===== src/hdl/lsts_pkg.sv =====
// ----------------------------------------------------------------------------
// Load/store sequencer package
// Shared codes, widths and control structures for the sequencer modules.
// ----------------------------------------------------------------------------
`timescale 1ns / 1ps
`default_nettype none

package lsts_pkg;

	localparam int REGISTER_COUNT = 16;
	localparam int REG_INDEX_W    = $clog2(REGISTER_COUNT);
	localparam int WORD_W         = 32;

	localparam logic [2:0] TYPE_SINGLE_IMM = 3'b010;
	localparam logic [2:0] TYPE_SINGLE_REG = 3'b011;
	localparam logic [2:0] TYPE_MULTIPLE   = 3'b100;

	localparam logic [WORD_W-1:0] WORD_STEP = 32'd4;

	localparam logic ITEM_XFER = 1'b0;
	localparam logic ITEM_DONE = 1'b1;

	localparam logic [1:0] STATUS_OK          = 2'd0;
	localparam logic [1:0] STATUS_COND_FAILED = 2'd1;
	localparam logic [1:0] STATUS_UNSUPPORTED = 2'd2;

	localparam logic [1:0] SHIFT_LSL = 2'd0;
	localparam logic [1:0] SHIFT_LSR = 2'd1;
	localparam logic [1:0] SHIFT_ASR = 2'd2;
	localparam logic [1:0] SHIFT_ROR = 2'd3;

	typedef enum logic [1:0] {
		MODE_FAIL   = 2'd0,
		MODE_UNSUP  = 2'd1,
		MODE_SINGLE = 2'd2,
		MODE_MULTI  = 2'd3
	} mode_t;

	typedef struct packed {
		logic capture;
		logic calc_offset;
		logic emit;
	} dp_cmd_t;

	typedef struct packed {
		logic in_single;
		logic can_emit;
		logic last_item;
	} dp_status_t;

endpackage

`default_nettype wire


===== src/hdl/lsts_cmd_if.sv =====
// ----------------------------------------------------------------------------
// Instruction channel
// Valid/ready channel that carries one load/store instruction with operands.
// ----------------------------------------------------------------------------
`timescale 1ns / 1ps
`default_nettype none

interface lsts_cmd_if;
	logic        valid;
	logic        ready;
	logic [31:0] instruction;
	logic        condition_passed;
	logic [31:0] base_value;
	logic [31:0] offset_register_value;
	logic        carry_in;

	modport source (
		output valid, instruction, condition_passed, base_value,
		       offset_register_value, carry_in,
		input  ready
	);

	modport sink (
		input  valid, instruction, condition_passed, base_value,
		       offset_register_value, carry_in,
		output ready
	);
endinterface

`default_nettype wire


===== src/hdl/lsts_xfer_if.sv =====
// ----------------------------------------------------------------------------
// Transfer channel
// Valid/ready channel that carries transfer commands and completion beats.
// ----------------------------------------------------------------------------
`timescale 1ns / 1ps
`default_nettype none

interface lsts_xfer_if;
	logic        valid;
	logic        ready;
	logic        item_kind;
	logic        is_load;
	logic        is_byte;
	logic [31:0] address;
	logic [3:0]  register_index;
	logic        writeback_enable;
	logic [1:0]  status;
	logic        final_item;

	modport source (
		output valid, item_kind, is_load, is_byte, address, register_index,
		       writeback_enable, status, final_item,
		input  ready
	);

	modport sink (
		input  valid, item_kind, is_load, is_byte, address, register_index,
		       writeback_enable, status, final_item,
		output ready
	);
endinterface

`default_nettype wire


===== src/hdl/lsts_datapath.sv =====
// ----------------------------------------------------------------------------
// Sequencer datapath
// Holds the decoded instruction, offset, address and pending register list,
// and builds each output beat into the output register.
// ----------------------------------------------------------------------------
`timescale 1ns / 1ps
`default_nettype none

module lsts_datapath (
	input  logic                clk,
	input  logic                arst_n,
	input  lsts_pkg::dp_cmd_t   cmd,
	output lsts_pkg::dp_status_t stat,
	input  logic [31:0]         instruction,
	input  logic                condition_passed,
	input  logic [31:0]         base_value,
	input  logic [31:0]         offset_register_value,
	input  logic                carry_in,
	input  logic                out_ready,
	output logic                out_valid,
	output logic                item_kind,
	output logic                is_load,
	output logic                is_byte,
	output logic [31:0]         address,
	output logic [3:0]          register_index,
	output logic                writeback_enable,
	output logic [1:0]          status,
	output logic                final_item
);

	localparam int RC = lsts_pkg::REGISTER_COUNT;
	localparam int IW = lsts_pkg::REG_INDEX_W;
	localparam int WW = lsts_pkg::WORD_W;

	logic [2:0]          ins_type;
	lsts_pkg::mode_t     mode_in;
	logic [RC-1:0]       list_rev;

	lsts_pkg::mode_t     mode_q;
	logic                ibit_q;
	logic                u_q;
	logic                b_q;
	logic                w_q;
	logic                l_q;
	logic [IW-1:0]       rn_q;
	logic [IW-1:0]       rd_q;
	logic [11:0]         spec_q;
	logic [WW-1:0]       rm_q;
	logic                carry_q;
	logic [WW-1:0]       addr_q;
	logic [WW-1:0]       off_q;
	logic [RC-1:0]       mask_q;
	logic                phase_q;

	logic [4:0]          amt;
	logic [1:0]          shift_kind;
	logic [2*WW-1:0]     rot_wide;
	logic [WW-1:0]       scaled;
	logic [WW-1:0]       ea;
	logic [WW-1:0]       addr_dec;
	logic [IW-1:0]       pick;
	logic [IW-1:0]       pick_reg;

	logic                nx_kind;
	logic                nx_load;
	logic                nx_byte;
	logic [WW-1:0]       nx_addr;
	logic [IW-1:0]       nx_reg;
	logic                nx_wb;
	logic [1:0]          nx_status;
	logic                nx_final;

	logic                out_valid_q;
	logic                item_kind_q;
	logic                is_load_q;
	logic                is_byte_q;
	logic [WW-1:0]       address_q;
	logic [IW-1:0]       register_index_q;
	logic                writeback_enable_q;
	logic [1:0]          status_q;
	logic                final_item_q;

	// Incoming instruction classification.
	always_comb begin
		ins_type = instruction[27:25];
		if (!condition_passed) begin
			mode_in = lsts_pkg::MODE_FAIL;
		end else if (ins_type == lsts_pkg::TYPE_SINGLE_IMM ||
		             ins_type == lsts_pkg::TYPE_SINGLE_REG) begin
			if (!instruction[24] || (instruction[25] && instruction[4])) begin
				mode_in = lsts_pkg::MODE_UNSUP;
			end else begin
				mode_in = lsts_pkg::MODE_SINGLE;
			end
		end else if (ins_type == lsts_pkg::TYPE_MULTIPLE) begin
			mode_in = lsts_pkg::MODE_MULTI;
		end else begin
			mode_in = lsts_pkg::MODE_UNSUP;
		end
	end

	// Stores walk the list highest first, so their list is kept reversed.
	always_comb begin
		for (int i = 0; i < RC; i++) begin
			list_rev[i] = instruction[RC-1-i];
		end
	end

	always_ff @(posedge clk) begin
		if (cmd.capture) begin
			mode_q  <= mode_in;
			ibit_q  <= instruction[25];
			u_q     <= instruction[23];
			b_q     <= instruction[22];
			w_q     <= instruction[21];
			l_q     <= instruction[20];
			rn_q    <= instruction[19:16];
			rd_q    <= instruction[15:12];
			spec_q  <= instruction[11:0];
			rm_q    <= offset_register_value;
			carry_q <= carry_in;
			addr_q  <= base_value;
			mask_q  <= instruction[20] ? instruction[RC-1:0] : list_rev;
			phase_q <= 1'b0;
		end else begin
			if (cmd.calc_offset) begin
				off_q <= ibit_q ? scaled : {{(WW-12){1'b0}}, spec_q};
			end
			if (cmd.emit) begin
				unique case (mode_q)
					lsts_pkg::MODE_SINGLE: begin
						phase_q <= 1'b1;
						if (!phase_q) begin
							addr_q <= ea;
						end
					end
					lsts_pkg::MODE_MULTI: begin
						if (mask_q != '0) begin
							mask_q <= mask_q & (mask_q - {{(RC-1){1'b0}}, 1'b1});
							addr_q <= l_q ? addr_q + lsts_pkg::WORD_STEP : addr_dec;
						end
					end
					default: begin
					end
				endcase
			end
		end
	end

	// Scaled register offset.
	always_comb begin
		amt        = spec_q[11:7];
		shift_kind = spec_q[6:5];
		rot_wide   = {rm_q, rm_q} >> amt;
		case (shift_kind)
			lsts_pkg::SHIFT_LSL: scaled = rm_q << amt;
			lsts_pkg::SHIFT_LSR: scaled = (amt == '0) ? '0 : rm_q >> amt;
			lsts_pkg::SHIFT_ASR: scaled = (amt == '0) ? {WW{rm_q[WW-1]}} :
			                              WW'($signed(rm_q) >>> amt);
			default: scaled = (amt == '0) ? {carry_q, rm_q[WW-1:1]} : rot_wide[WW-1:0];
		endcase
	end

	assign ea       = u_q ? addr_q + off_q : addr_q - off_q;
	assign addr_dec = addr_q - lsts_pkg::WORD_STEP;

	// Lowest pending bit of the list.
	always_comb begin
		pick = '0;
		for (int i = RC - 1; i >= 0; i--) begin
			if (mask_q[i]) begin
				pick = IW'(i);
			end
		end
	end

	assign pick_reg = l_q ? pick : ~pick;

	// Next beat.
	always_comb begin
		nx_kind   = lsts_pkg::ITEM_DONE;
		nx_load   = 1'b0;
		nx_byte   = 1'b0;
		nx_addr   = '0;
		nx_reg    = '0;
		nx_wb     = 1'b0;
		nx_status = lsts_pkg::STATUS_OK;
		nx_final  = 1'b1;
		unique case (mode_q)
			lsts_pkg::MODE_FAIL: begin
				nx_status = lsts_pkg::STATUS_COND_FAILED;
			end
			lsts_pkg::MODE_UNSUP: begin
				nx_status = lsts_pkg::STATUS_UNSUPPORTED;
			end
			lsts_pkg::MODE_SINGLE: begin
				nx_load = l_q;
				nx_byte = b_q;
				if (!phase_q) begin
					nx_kind  = lsts_pkg::ITEM_XFER;
					nx_addr  = ea;
					nx_reg   = rd_q;
					nx_final = 1'b0;
				end else begin
					nx_addr = addr_q;
					nx_reg  = rn_q;
					nx_wb   = w_q;
				end
			end
			default: begin
				nx_load = l_q;
				if (mask_q != '0) begin
					nx_kind  = lsts_pkg::ITEM_XFER;
					nx_addr  = l_q ? addr_q : addr_dec;
					nx_reg   = pick_reg;
					nx_final = 1'b0;
				end else begin
					nx_addr = addr_q;
					nx_reg  = rn_q;
					nx_wb   = w_q;
				end
			end
		endcase
	end

	always_ff @(posedge clk or negedge arst_n) begin
		if (!arst_n) begin
			out_valid_q <= 1'b0;
		end else if (cmd.emit) begin
			out_valid_q <= 1'b1;
		end else if (out_ready) begin
			out_valid_q <= 1'b0;
		end
	end

	always_ff @(posedge clk) begin
		if (cmd.emit) begin
			item_kind_q        <= nx_kind;
			is_load_q          <= nx_load;
			is_byte_q          <= nx_byte;
			address_q          <= nx_addr;
			register_index_q   <= nx_reg;
			writeback_enable_q <= nx_wb;
			status_q           <= nx_status;
			final_item_q       <= nx_final;
		end
	end

	assign stat.in_single = (mode_in == lsts_pkg::MODE_SINGLE);
	assign stat.can_emit  = !out_valid_q || out_ready;
	assign stat.last_item = nx_final;

	assign out_valid        = out_valid_q;
	assign item_kind        = item_kind_q;
	assign is_load          = is_load_q;
	assign is_byte          = is_byte_q;
	assign address          = address_q;
	assign register_index   = register_index_q;
	assign writeback_enable = writeback_enable_q;
	assign status           = status_q;
	assign final_item       = final_item_q;

endmodule

`default_nettype wire


===== src/hdl/lsts_controller.sv =====
// ----------------------------------------------------------------------------
// Sequencer controller
// State machine that accepts an instruction, prepares the offset of a single
// transfer, and steps the datapath through its beats.
// ----------------------------------------------------------------------------
`timescale 1ns / 1ps
`default_nettype none

module lsts_controller (
	input  logic                 clk,
	input  logic                 arst_n,
	input  logic                 in_valid,
	output logic                 in_ready,
	input  lsts_pkg::dp_status_t stat,
	output lsts_pkg::dp_cmd_t    cmd
);

	typedef enum logic [2:0] {
		ST_IDLE   = 3'b001,
		ST_OFFSET = 3'b010,
		ST_EMIT   = 3'b100
	} state_t;

	state_t state_q;
	state_t state_nx;

	always_comb begin
		state_nx        = state_q;
		cmd.capture     = 1'b0;
		cmd.calc_offset = 1'b0;
		cmd.emit        = 1'b0;
		in_ready        = 1'b0;
		unique case (state_q)
			ST_IDLE: begin
				in_ready = 1'b1;
				if (in_valid) begin
					cmd.capture = 1'b1;
					state_nx    = stat.in_single ? ST_OFFSET : ST_EMIT;
				end
			end
			ST_OFFSET: begin
				cmd.calc_offset = 1'b1;
				state_nx        = ST_EMIT;
			end
			ST_EMIT: begin
				if (stat.can_emit) begin
					cmd.emit = 1'b1;
					if (stat.last_item) begin
						state_nx = ST_IDLE;
					end
				end
			end
			default: begin
				state_nx = ST_IDLE;
			end
		endcase
	end

	always_ff @(posedge clk or negedge arst_n) begin
		if (!arst_n) begin
			state_q <= ST_IDLE;
		end else begin
			state_q <= state_nx;
		end
	end

endmodule

`default_nettype wire


===== src/hdl/load_store_transfer_sequencer.sv =====
// ----------------------------------------------------------------------------
// Load/store transfer sequencer
// Turns one load/store instruction into a run of transfer beats that ends
// in a completion beat carrying the base writeback value.
//
// The cmd channel takes one instruction word with its base and offset
// register values, the condition result and the carry flag. The xfer
// channel returns the transfer beats in order and then one completion beat
// with final_item set; a failed condition or an unsupported form gives the
// completion beat alone.
// On acceptance the instruction is captured; the first beat is then built
// into the output register from the emit state, and a single transfer
// first passes through an offset state that registers its shifted offset.
// Beats then leave one per cycle from the output register while the
// receiver is ready; a multiple transfer gives one transfer beat for each
// register in its list. A new instruction is taken while the completion
// beat still waits in the output register.
// A stalled receiver holds the current beat and pauses the sequence.
// Reset returns the controller to idle and empties the output register.
// ----------------------------------------------------------------------------
`timescale 1ns / 1ps
`default_nettype none

module load_store_transfer_sequencer (
	input  logic clk,
	input  logic arst_n,
	lsts_cmd_if.sink    cmd,
	lsts_xfer_if.source xfer
);

	lsts_pkg::dp_cmd_t    dp_cmd;
	lsts_pkg::dp_status_t dp_stat;
	logic                 in_ready;

	lsts_controller u_ctrl (
		.clk      (clk),
		.arst_n   (arst_n),
		.in_valid (cmd.valid),
		.in_ready (in_ready),
		.stat     (dp_stat),
		.cmd      (dp_cmd)
	);

	lsts_datapath u_dp (
		.clk                   (clk),
		.arst_n                (arst_n),
		.cmd                   (dp_cmd),
		.stat                  (dp_stat),
		.instruction           (cmd.instruction),
		.condition_passed      (cmd.condition_passed),
		.base_value            (cmd.base_value),
		.offset_register_value (cmd.offset_register_value),
		.carry_in              (cmd.carry_in),
		.out_ready             (xfer.ready),
		.out_valid             (xfer.valid),
		.item_kind             (xfer.item_kind),
		.is_load               (xfer.is_load),
		.is_byte               (xfer.is_byte),
		.address               (xfer.address),
		.register_index        (xfer.register_index),
		.writeback_enable      (xfer.writeback_enable),
		.status                (xfer.status),
		.final_item            (xfer.final_item)
	);

	assign cmd.ready = in_ready;

endmodule

`default_nettype wire


===== src/flat_wrapper.sv =====
// flat-port wrapper written by rule: the top's interface ports become plain ports
module load_store_transfer_sequencer_flat 
  (clk, arst_n, cmd_valid, cmd_instruction, cmd_condition_passed, cmd_base_value, cmd_offset_register_value, cmd_carry_in, cmd_ready, xfer_valid, xfer_item_kind, xfer_is_load, xfer_is_byte, xfer_address, xfer_register_index, xfer_writeback_enable, xfer_status, xfer_final_item, xfer_ready);
  lsts_cmd_if cmd_i ();
  lsts_xfer_if xfer_i ();
  input  logic clk;
  input  logic arst_n;
  input wire logic [$bits(cmd_i.valid)-1:0] cmd_valid;
  input wire logic [$bits(cmd_i.instruction)-1:0] cmd_instruction;
  input wire logic [$bits(cmd_i.condition_passed)-1:0] cmd_condition_passed;
  input wire logic [$bits(cmd_i.base_value)-1:0] cmd_base_value;
  input wire logic [$bits(cmd_i.offset_register_value)-1:0] cmd_offset_register_value;
  input wire logic [$bits(cmd_i.carry_in)-1:0] cmd_carry_in;
  output wire logic [$bits(cmd_i.ready)-1:0] cmd_ready;
  output wire logic [$bits(xfer_i.valid)-1:0] xfer_valid;
  output wire logic [$bits(xfer_i.item_kind)-1:0] xfer_item_kind;
  output wire logic [$bits(xfer_i.is_load)-1:0] xfer_is_load;
  output wire logic [$bits(xfer_i.is_byte)-1:0] xfer_is_byte;
  output wire logic [$bits(xfer_i.address)-1:0] xfer_address;
  output wire logic [$bits(xfer_i.register_index)-1:0] xfer_register_index;
  output wire logic [$bits(xfer_i.writeback_enable)-1:0] xfer_writeback_enable;
  output wire logic [$bits(xfer_i.status)-1:0] xfer_status;
  output wire logic [$bits(xfer_i.final_item)-1:0] xfer_final_item;
  input wire logic [$bits(xfer_i.ready)-1:0] xfer_ready;
  assign cmd_i.valid = cmd_valid;
  assign cmd_i.instruction = cmd_instruction;
  assign cmd_i.condition_passed = cmd_condition_passed;
  assign cmd_i.base_value = cmd_base_value;
  assign cmd_i.offset_register_value = cmd_offset_register_value;
  assign cmd_i.carry_in = cmd_carry_in;
  assign cmd_ready = cmd_i.ready;
  assign xfer_valid = xfer_i.valid;
  assign xfer_item_kind = xfer_i.item_kind;
  assign xfer_is_load = xfer_i.is_load;
  assign xfer_is_byte = xfer_i.is_byte;
  assign xfer_address = xfer_i.address;
  assign xfer_register_index = xfer_i.register_index;
  assign xfer_writeback_enable = xfer_i.writeback_enable;
  assign xfer_status = xfer_i.status;
  assign xfer_final_item = xfer_i.final_item;
  assign xfer_i.ready = xfer_ready;
  load_store_transfer_sequencer u_core (.clk(clk), .arst_n(arst_n), .cmd(cmd_i), .xfer(xfer_i));
endmodule

===== config.mk =====
export PLATFORM = sky130hd
export DESIGN_NAME = load_store_transfer_sequencer_flat
export DESIGN_NICKNAME = d
export VERILOG_FILES = /design/src/hdl/lsts_pkg.sv /design/src/hdl/lsts_cmd_if.sv /design/src/hdl/lsts_xfer_if.sv /design/src/hdl/lsts_datapath.sv /design/src/hdl/lsts_controller.sv /design/src/hdl/load_store_transfer_sequencer.sv /design/src/flat_wrapper.sv
export SDC_FILE = /design/constraint.sdc
export NUM_CORES = 1
export LEC_CHECK = 0
export ABC_AREA = 1
export BUFFER_PORTS_ARGS = -buffer_cell sky130_fd_sc_hd__buf_2
export CELL_PAD_IN_SITES_DETAIL_PLACEMENT = 0
export CELL_PAD_IN_SITES_GLOBAL_PLACEMENT = 1
export CORE_UTILIZATION = 48
export DETAILED_ROUTE_END_ITERATION = 10
export PLACE_DENSITY_LB_ADDON = 0.1
export SLEW_MARGIN = 20
export SYNTH_ARGS = -nofsm -noshare
export SYNTH_HDL_FRONTEND = slang
export SYNTH_SLANG_ARGS = --single-unit
export TNS_END_PERCENT = 20

===== constraint.sdc =====
create_clock -name clk -period 11.25 [get_ports clk]
set_input_delay 0 -clock clk [delete_from_list [all_inputs] [get_ports clk]]
set_output_delay 0 -clock clk [all_outputs]
set_load 0.02 [all_outputs]

-- Word level (Yosys, flattened, before mapping)
Index checks and enable logic that the tools add are counted.
- register bits: 187
- output and inout port bits: 45
- add/subtract/negate cells: 5
- equal/unequal tests: 16
- shift operators: 4
- multiplexer cells: 64
- bitwise gates (word level): 3
- reduce and logical (&&, ||, !) cells: 21
- operators by type and width (kind ; count):
    32-bit two-way mux ; 11
    32-bit case mux with 2 select lines ; 2
    32-bit case mux with 3 select lines ; 1
    16-bit two-way mux ; 5
    4-bit two-way mux ; 19
    64-bit by 5-bit right shift with 32-bit output ; 1
    32-bit by 3-bit adder with 32-bit output, second input constant ; 1
    32-bit adder ; 1
    32-bit by 5-bit << shifter with 32-bit output ; 1
    32-bit by 5-bit right shift with 32-bit output ; 1
    32-bit by 5-bit >>> shifter with 32-bit output ; 1
    32-bit by 3-bit subtractor with 32-bit output, second input constant ; 1
    32-bit subtractor ; 1
    16-bit bitwise AND ; 1
    16-bit nonzero test ; 1
    16-bit by 1-bit subtractor with 16-bit output, second input constant ; 1
    1-bit two-way mux ; 12
    12-bit two-way mux ; 1
    3-bit two-way mux ; 4
    3-bit by 2-bit == test with 1-bit output, second input constant ; 3
    3-bit case mux with 3 select lines ; 1
    3-bit AND reduction ; 3
    2-bit == test, second input constant ; 4
    2-bit two-way mux ; 4
    other kinds (20) ; 32

-- Longest topological paths before layout
Gate-level depths: netlist of the first run.
- word-level depth: 20
- depth in mapped cells: 24

-- Modules after synthesis
From an unflattened synthesis of the first run, not the netlist that was laid out.
- cells, all modules: 2670
- area, all modules: 17772.0 µm²
- modules (own cells, without submodules) (module ; instances ; cells an instance ; area each (µm²) ; sequential area each (µm²)):
    lsts_datapath ; 1 ; 2643 ; 17594.4 ; 5510.3
    lsts_controller ; 1 ; 27 ; 177.7 ; 76.3

-- Worst setup path after synthesis of the first run
Ideal clock, no wire load.
- kind: register -> register
- start: reg u_core.u_ctrl.state_q[1]
- end: reg u_core.u_dp.addr_q[0] (enable)
- data arrival time: 5.429 ns
- setup slack: 5.515 ns
- stages on the path, launching flop included: 7
- buffers on the path: 0
- clock period less this slack: 5.735 ns
- cell sequence: dfrtp_1 -> nor3_1 -> inv_1 -> nor2_1 -> inv_1 -> o31ai_1 -> and2_1
- RTL lines (element ; RTL line ; text):
    start, declared ; lsts_controller.sv:24 ; state_t state_q;
    start signal, assigned ; lsts_controller.sv:63 ; state_q <= state_nx;
    end signal, assigned ; lsts_datapath.sv:122 ; addr_q <= base_value;
    end signal, assigned ; lsts_datapath.sv:140 ; addr_q <= l_q ? addr_q + lsts_pkg::WORD_STEP : addr_dec;
    end, declared ; lsts_datapath.sv:50 ; logic [WW-1:0] addr_q;

-- Worst setup path after layout of the first run
- start: reg u_core.u_dp.mode_q[1]
- end: reg u_core.u_dp.addr_q[16], data pin
- longest elaborated chain between the ends: 4
- elaborated cells on any way between the ends: 5
- classes of those cells: eq/ne (2); mux (3)
- RTL lines (element ; RTL line ; text):
    start, declared ; lsts_datapath.sv:39 ; lsts_pkg::mode_t mode_q;
    start signal, assigned ; lsts_datapath.sv:111 ; mode_q <= mode_in;
    2-bit == test ; lsts_datapath.sv:130 ; unique case (mode_q)
    32-bit case mux with 2 select lines (*) ; lsts_datapath.sv:130 ;
    32-bit two-way mux (*) ; lsts_datapath.sv:129 ; if (cmd.emit) begin
    32-bit two-way mux (*) ; lsts_datapath.sv:110 ; if (cmd.capture) begin
Mark *: on every way between the ends. The rest lies on a longest branch, timed or not. The select of a mux whose other input is x is not followed.
A chain may end at the register's enable or synchronous reset.

==> impl_metrics.toml, run 1 <==
[worst_hold_path]
hp-start = "cmd_valid"
hold_depth = 4
holdPathEnd = "u_core.u_ctrl.state_q[1]"
hold_path_class = "input port to register"

[timing]
fin_worst_skew_ns = 0.0198
finalCritPeriodShare_pct = 41.2
relSlewSlack_pct = 28.2
finalHoldViolCount = 0
fmax_mhz = 216
finalSetupViolCount = 0
worst_pin_slew_ns = 1.07
setup_tns_ns = 0
maxSlewViolCount = 0
fin_crit_ns = 4.63
fin_hold_ws_ns = 0.0512
setup_slack_ns = 6.62
grt_setup_unrepaired = "false"

[synthesis]
synth_seq_area_share_pct = 31.7
synth_commonest_cells = "nand2_1, inv_1, o21ai_0"
synth_edf_count = 182
yosysWarnings = 0
synth_top_area_share_pct = 31.0
avgSynthCellArea_um2 = 6.60
yosysTopAreaCell = "edfxtp_1"
synth-xor-area-share_pct = 2.69
synthMostInstantiatedCell = "nand2_1"
mappedNetlistNets = 2807
synthArstFlopShare_pct = 2.14
netlist_instances = 2666
synthFlopType = "edfxtp_1"
synth_fa_ha_area_share_pct = 2.81
synth_seq_cells = 187
synth_top_family_by_area = "simple AND/OR/NAND/NOR gates"
netlist_area_um2 = 17600
synth_compound_area_share_pct = 20.4
synth.area.top_cells = "edfxtp_1, nand2_1, o21ai_0"
yosysUniqueCellTypes = 64
yosys.area_share.simple_pct = 32.3
synthMuxAreaShare_pct = 0.568

[cts]
cts_setup_buffers = 0
root_buffer = "clkbuf_16"
insertion_delay_ns = 0.48
cts_resized = 0
cts_tree = "yes"
cts_sinks = 187
htree_levels = 4
cts_max_path_buffers = 2
cts_inserted_buffers = 17
clk_pin_slew_ns = 0.08
hold_buffers = 100

[place]
gp_congestion = 0.979
post-place-ws_ns = 6.76
dp_hpwl_um = 53200
dpl-instance-area_um2 = 18500
dpl.cell_count = 3157
portBuffers = 142

[floorplan]
io_pins = 147
dieArea_um2 = 37500
die_y_um = 194
initial_utilization_pct = 49.1
core_um2 = 35800
die_w_um = 194
core.rowCount = 69

[grt]
grt_max_degree = 71
first_global_vias = 18298
grt_overflow = 0
grtUsageTotal_pct = 38.1
met1_usage_pct = 47.7
antenna_found_initial = 0
grt-busiest-layer = "met2"
grt_first_pass_wirelength_um = 109000
use_met3_pct = 4.67
gr-usage-met2_pct = 63.3

[critical_path]
worstSetupPathType = "register to register"
startpoint_type = "register"
r2r_start = "u_core.u_dp.mode_q[1]"
crit_path_end_kind = "register"
cp.arrival_ns = 4.83
regToRegEndpoint = "u_core.u_dp.addr_q[16]"
crit_required_ns = 11.45
cp_max_fo = 26
reg2reg_slack_ns = 6.62
reg2reg_depth = 7

[flow_run]
maxCapViolCount = 0

[power]
leakage_nw = 8.68
design_power_total_mw = 4.53
vdd_ir_drop_max_mv = 0.131
power_density_nw_per_um2 = 226

[final_layout]
area_delta_synth_final_pct = 14.0
regArea_um2 = 5590
final_cell_area_um2 = 20100
layout-drive-gt1-share_pct = 10.1
multi_input_area_um2 = 10400
antenna_cells = 0
final_cells = 3289
postLayoutCoreUtil_pct = 56.0
nets = 2956
nFillCells = 3516

[detailed_routing]
routed_via_density = 5.95
wl_per_cell_um = 21.8
drtAntennaViolNets = 0
wirelength_um = 71600
dr.pass1.iters = 9
drt_iter0_markers = 2208
drc = 10
num_vias = 19566

[outcome]
violations = "DRC"
status = "finished with violations"
state kept, by name (all words and copies together), names as in the netlist, 2 cells and up:
register,count
u_core.u_dp.off_q,32
u_core.u_dp.mode_q,2
u_core.u_dp.mask_q,16
u_core.u_dp.status,2
u_core.u_dp.rn_q,4
u_core.u_dp.register_index,4
u_core.u_dp.rd_q,4
u_core.u_dp.addr_q,32
u_core.u_dp.address,32
u_core.u_dp.rm_q,32
u_core.u_ctrl.state_q,3
u_core.u_dp.spec_q,12
per-layer routing:
metal	vias to the layer above	wire [um]
met1	8994	28300
met3	189	5540
met4	0	4460
met5	-	0
li1	9312	-
met2	1071	33400
layout make-up:
class	instances	share of cell area (%)
Multi-Input combinational cell	2073	51.7
Sequential cell	187	27.8
Timing Repair Buffer	269	9.54
Inverter	267	5.03
Tap cell	461	2.87
Clock buffer	18	2.14
Clock inverter	14	0.854
critical path, stage by stage, from the launching register on:
cell and delay [ns]:
edfxtp_1 0.50, nand2_1 0.70, clkinv_1 0.94, nand2_1 0.58
clkinv_1 0.91, o211ai_1 0.47, nand2_1 0.08, o21bai_1 0.16
cells by family (layout without fill, tap and decap cells):
kind of cell,after synthesis,after routing
buf+inv,406,568
compound gates,636,636
mux,10,10
xor+xnor,54,54
flops,187,187
fa+ha+maj,39,39
simple gates,1334,1334
layout by cell type, fill, tap and decap left out, types with 39 or more instances in the layout:
| cell type | count |
|---|---|
| dlygate4sd3_1 | 100 |
| o21ai_0 | 235 |
| o211ai_1 | 57 |
| xor2_1 | 39 |
| o21ai_1 | 85 |
| nor2_1 | 205 |
| buf_2 | 142 |
| nand3_1 | 203 |
| inv_1 | 248 |
| nand2_1 | 789 |
| a21oi_1 | 156 |
| edfxtp_1 | 182 |
power breakdown:
part           total [mW]  internal, mW  switching [mW]
Sequential           1.25          1.01           0.241
Clock               0.630         0.301           0.329
Combinational        2.65         0.769            1.88
Total                4.53          2.08            2.45
worst max-delay path by stage:
| stage | from | end | slack, ns | depth (start not counted) |
|---|---|---|---|---|
| floorplan | u_core.u_ctrl.state_q[1] | u_core.u_dp.addr_q[0] | 5.51 | 6 |
| global placement | u_core.u_dp.mode_q[1] | u_core.u_dp.addr_q[16] | 6.85 | 7 |
| detailed placement | u_core.u_dp.mode_q[1] | u_core.u_dp.addr_q[16] | 6.76 | 7 |
| CTS | u_core.u_dp.mode_q[1] | u_core.u_dp.addr_q[16] | 6.74 | 7 |
| global route | u_core.u_dp.off_q[0] | u_core.u_dp.address[30] | 6.35 | 21 |
| finish | u_core.u_dp.mode_q[1] | u_core.u_dp.addr_q[16] | 6.62 | 7 |
No activity file was read; power rests on OpenSTA's default activity.
==> run 2, diff against run 1 <==
--- a/config.mk
+++ b/config.mk
@@ -9,7 +9,7 @@
 export BUFFER_PORTS_ARGS = -buffer_cell sky130_fd_sc_hd__buf_2
 export CELL_PAD_IN_SITES_DETAIL_PLACEMENT = 0
 export CELL_PAD_IN_SITES_GLOBAL_PLACEMENT = 1
-export CORE_UTILIZATION = 48
+export CORE_UTILIZATION = 44
 export DETAILED_ROUTE_END_ITERATION = 10
 export PLACE_DENSITY_LB_ADDON = 0.1
 export SLEW_MARGIN = 20
==> constraint.sdc (replaced) <==
create_clock -name clk -period 4.7 [get_ports clk]
set_input_delay 0 -clock clk [delete_from_list [all_inputs] [get_ports clk]]
set_output_delay 0 -clock clk [all_outputs]
set_load 0.02 [all_outputs]
==> run 2 against run 1 <==
- total power rose by 140%
- design area increased by 1.4%
- worst hold slack got worse by 0.016 ns
- register-to-register slack got worse by 6.1 ns
- fmax is 10% higher
- combinational power up 150%
- the flow now finishes without violations
- sequential share of layout area is 0.39 points lower
- sequential power rose by 140%
- via count up 0.30%
- critical path type unchanged
- critical path depth is 12 higher
==> impl_metrics.toml, run 2 (synthesis gave the netlist of run 1 again) <==
[detailed_routing]
dr.pass1.iters = 5
drc = 0
wl_per_cell_um = 22.5
routed_via_density = 5.82
drt_iter0_markers = 2127
wirelength_um = 75700
num_vias = 19625
drtAntennaViolNets = 0

[grt]
grt-busiest-layer = "met2"
gr-usage-met2_pct = 61.1
grt_first_pass_wirelength_um = 113000
grt_max_degree = 77
use_met3_pct = 5.26
first_global_vias = 18573
grtUsageTotal_pct = 37.0
grt_overflow = 0
antenna_found_initial = 0
met1_usage_pct = 45.4

[critical_path]
cp.depth = 19
regToRegEndpoint = "u_core.u_dp.address[24]"
cp.arrival_ns = 4.44
crit_end = "u_core.u_dp.address[24]"
r2r_start = "u_core.u_dp.off_q[0]"
reg2reg_depth = 19
cp.buffers_inverters = 2
worstPathCellList = "inv_1 > ha_1 > nand4_1 > nor3_2 > nand2_1 > inv_1 > nand3_1 > nor3_2 > a21oi_1 > xor2_1 > ha_1 > nand2_1 > nor3_1 > nand4_1 > nand3_1 > nand2_1 > nand3_1 > o21ai_0 > o21ai_0"
cp_slowest_cell = "edfxtp_1"
setup.worst_path.start = "u_core.u_dp.off_q[0]"
crit_path_end_kind = "register"
worstSetupPathType = "register to register"
startpoint_type = "register"
cp_max_fo = 5
reg2reg_slack_ns = 0.51
crit_required_ns = 4.94
slowest_delay_ns = 0.44
crit_family = "simple AND/OR/NAND/NOR gates"

[place]
dp_hpwl_um = 57600
post-place-ws_ns = 0.429
dpl-instance-area_um2 = 18800
gp_congestion = 0.984
portBuffers = 142

[timing]
grt_setup_unrepaired = "false"
fmax_mhz = 238
relSlewSlack_pct = 36.8
finalSetupViolCount = 0
worst_pin_slew_ns = 0.946
fin_worst_skew_ns = 0.0136
finalHoldViolCount = 0
maxSlewViolCount = 0
fin_crit_ns = 4.19
finalCritPeriodShare_pct = 89.2
setup_tns_ns = 0
setup_slack_ns = 0.505

[cts]
cts_setup_buffers = 0
root_buffer = "clkbuf_16"
insertion_delay_ns = 0.49
cts_tree = "yes"
cts_sinks = 187
cts_max_path_buffers = 2
clk_pin_slew_ns = 0.08
htree_levels = 4
cts_inserted_buffers = 17

[floorplan]
dieArea_um2 = 40800
die_y_um = 202
io_pins = 147
initial_utilization_pct = 45.0
core.rowCount = 72
die_w_um = 202
core_um2 = 39100

[power]
power_density_nw_per_um2 = 540
design_power_total_mw = 11.0
leakage_nw = 8.81
vdd_ir_drop_max_mv = 0.311

[final_layout]
final_cell_mix = "nand2_1, inv_1, o21ai_0"
nets = 2980
antenna_cells = 0
final_cell_area_um2 = 20400
layout_commonest_cell = "nand2_1"
area_delta_synth_final_pct = 15.6
layout-drive-gt1-share_pct = 10.9

[outcome]
status = "completed"

[worst_hold_path]
hold_path_class = "input port to register"

[flow_run]
maxCapViolCount = 0
## run 2: changes by cell type in the layout (fill, tap and decap cells not counted), sizes merged
cell and change:
buf +24, inv +2, clkinv -2
## run 2: layout make-up
| class | instances | area (um^2) |
|---|---|---|
| Clock buffer | 18 | 429 |
| Clock inverter | 14 | 151 |
| Fill cell | 3986 | 18700 |
| Inverter | 267 | 1010 |
| Multi-Input combinational cell | 2073 | 10400 |
| Sequential cell | 187 | 5590 |
| Tap cell | 518 | 648 |
| Timing Repair Buffer | 293 | 2140 |
## run 2: report_power, final
| group | leakage, nW | switching, mW | internal, mW |
|---|---|---|---|
| combinational | 6.76 | 4.60 | 1.90 |
| sequential | 1.76 | 0.567 | 2.42 |
| clock | 0.282 | 0.788 | 0.711 |
## run 2: worst min path at each step
stage | cells after the start | to | slack (ns) | startpoint
floorplan | 0 | u_core.u_ctrl.state_q[1] | -0.30 | arst_n
global placement | 1 | u_core.u_dp.out_valid | -0.19 | arst_n
detailed placement | 1 | u_core.u_dp.out_valid | -0.19 | arst_n
CTS | 4 | u_core.u_ctrl.state_q[1] | 0.02 | cmd_valid
global route | 4 | u_core.u_ctrl.state_q[1] | 0.07 | cmd_valid
finish | 4 | u_core.u_ctrl.state_q[1] | 0.04 | cmd_valid
## run 2: stage by stage
step	hold slack [ns]	instances	util, %
after floorplan	-0.296	2666	-
after global placement	-0.193	3238	48.0
after detailed placement	-0.189	3238	48.0
after CTS	0.0192	3370	52.0
after global routing	0.0696	3370	52.1
final	0.0354	3370	52.1
## run 2: timing repair
| action | CTS | global route |
|---|---|---|
| hold endpoints to repair | 109 | 0 |
| hold buffers | 100 | 0 |
| endpoints found under the setup margin | 0 | 1 |
| gates resized for setup | 0 | 1 |
## run 2: per-layer routing
layer | wire, um | part of all wire, %
met3 | 5540 | 7.3
met4 | 5050 | 6.7
met5 | 0 | 0
met2 | 35200 | 47
met1 | 29900 | 40
## run 2: worst min-delay path, stage by stage
cell	delay (ns)
buf_2	0.07
nand2_1	0.04
buf_4	0.23
nor2_1	0.13
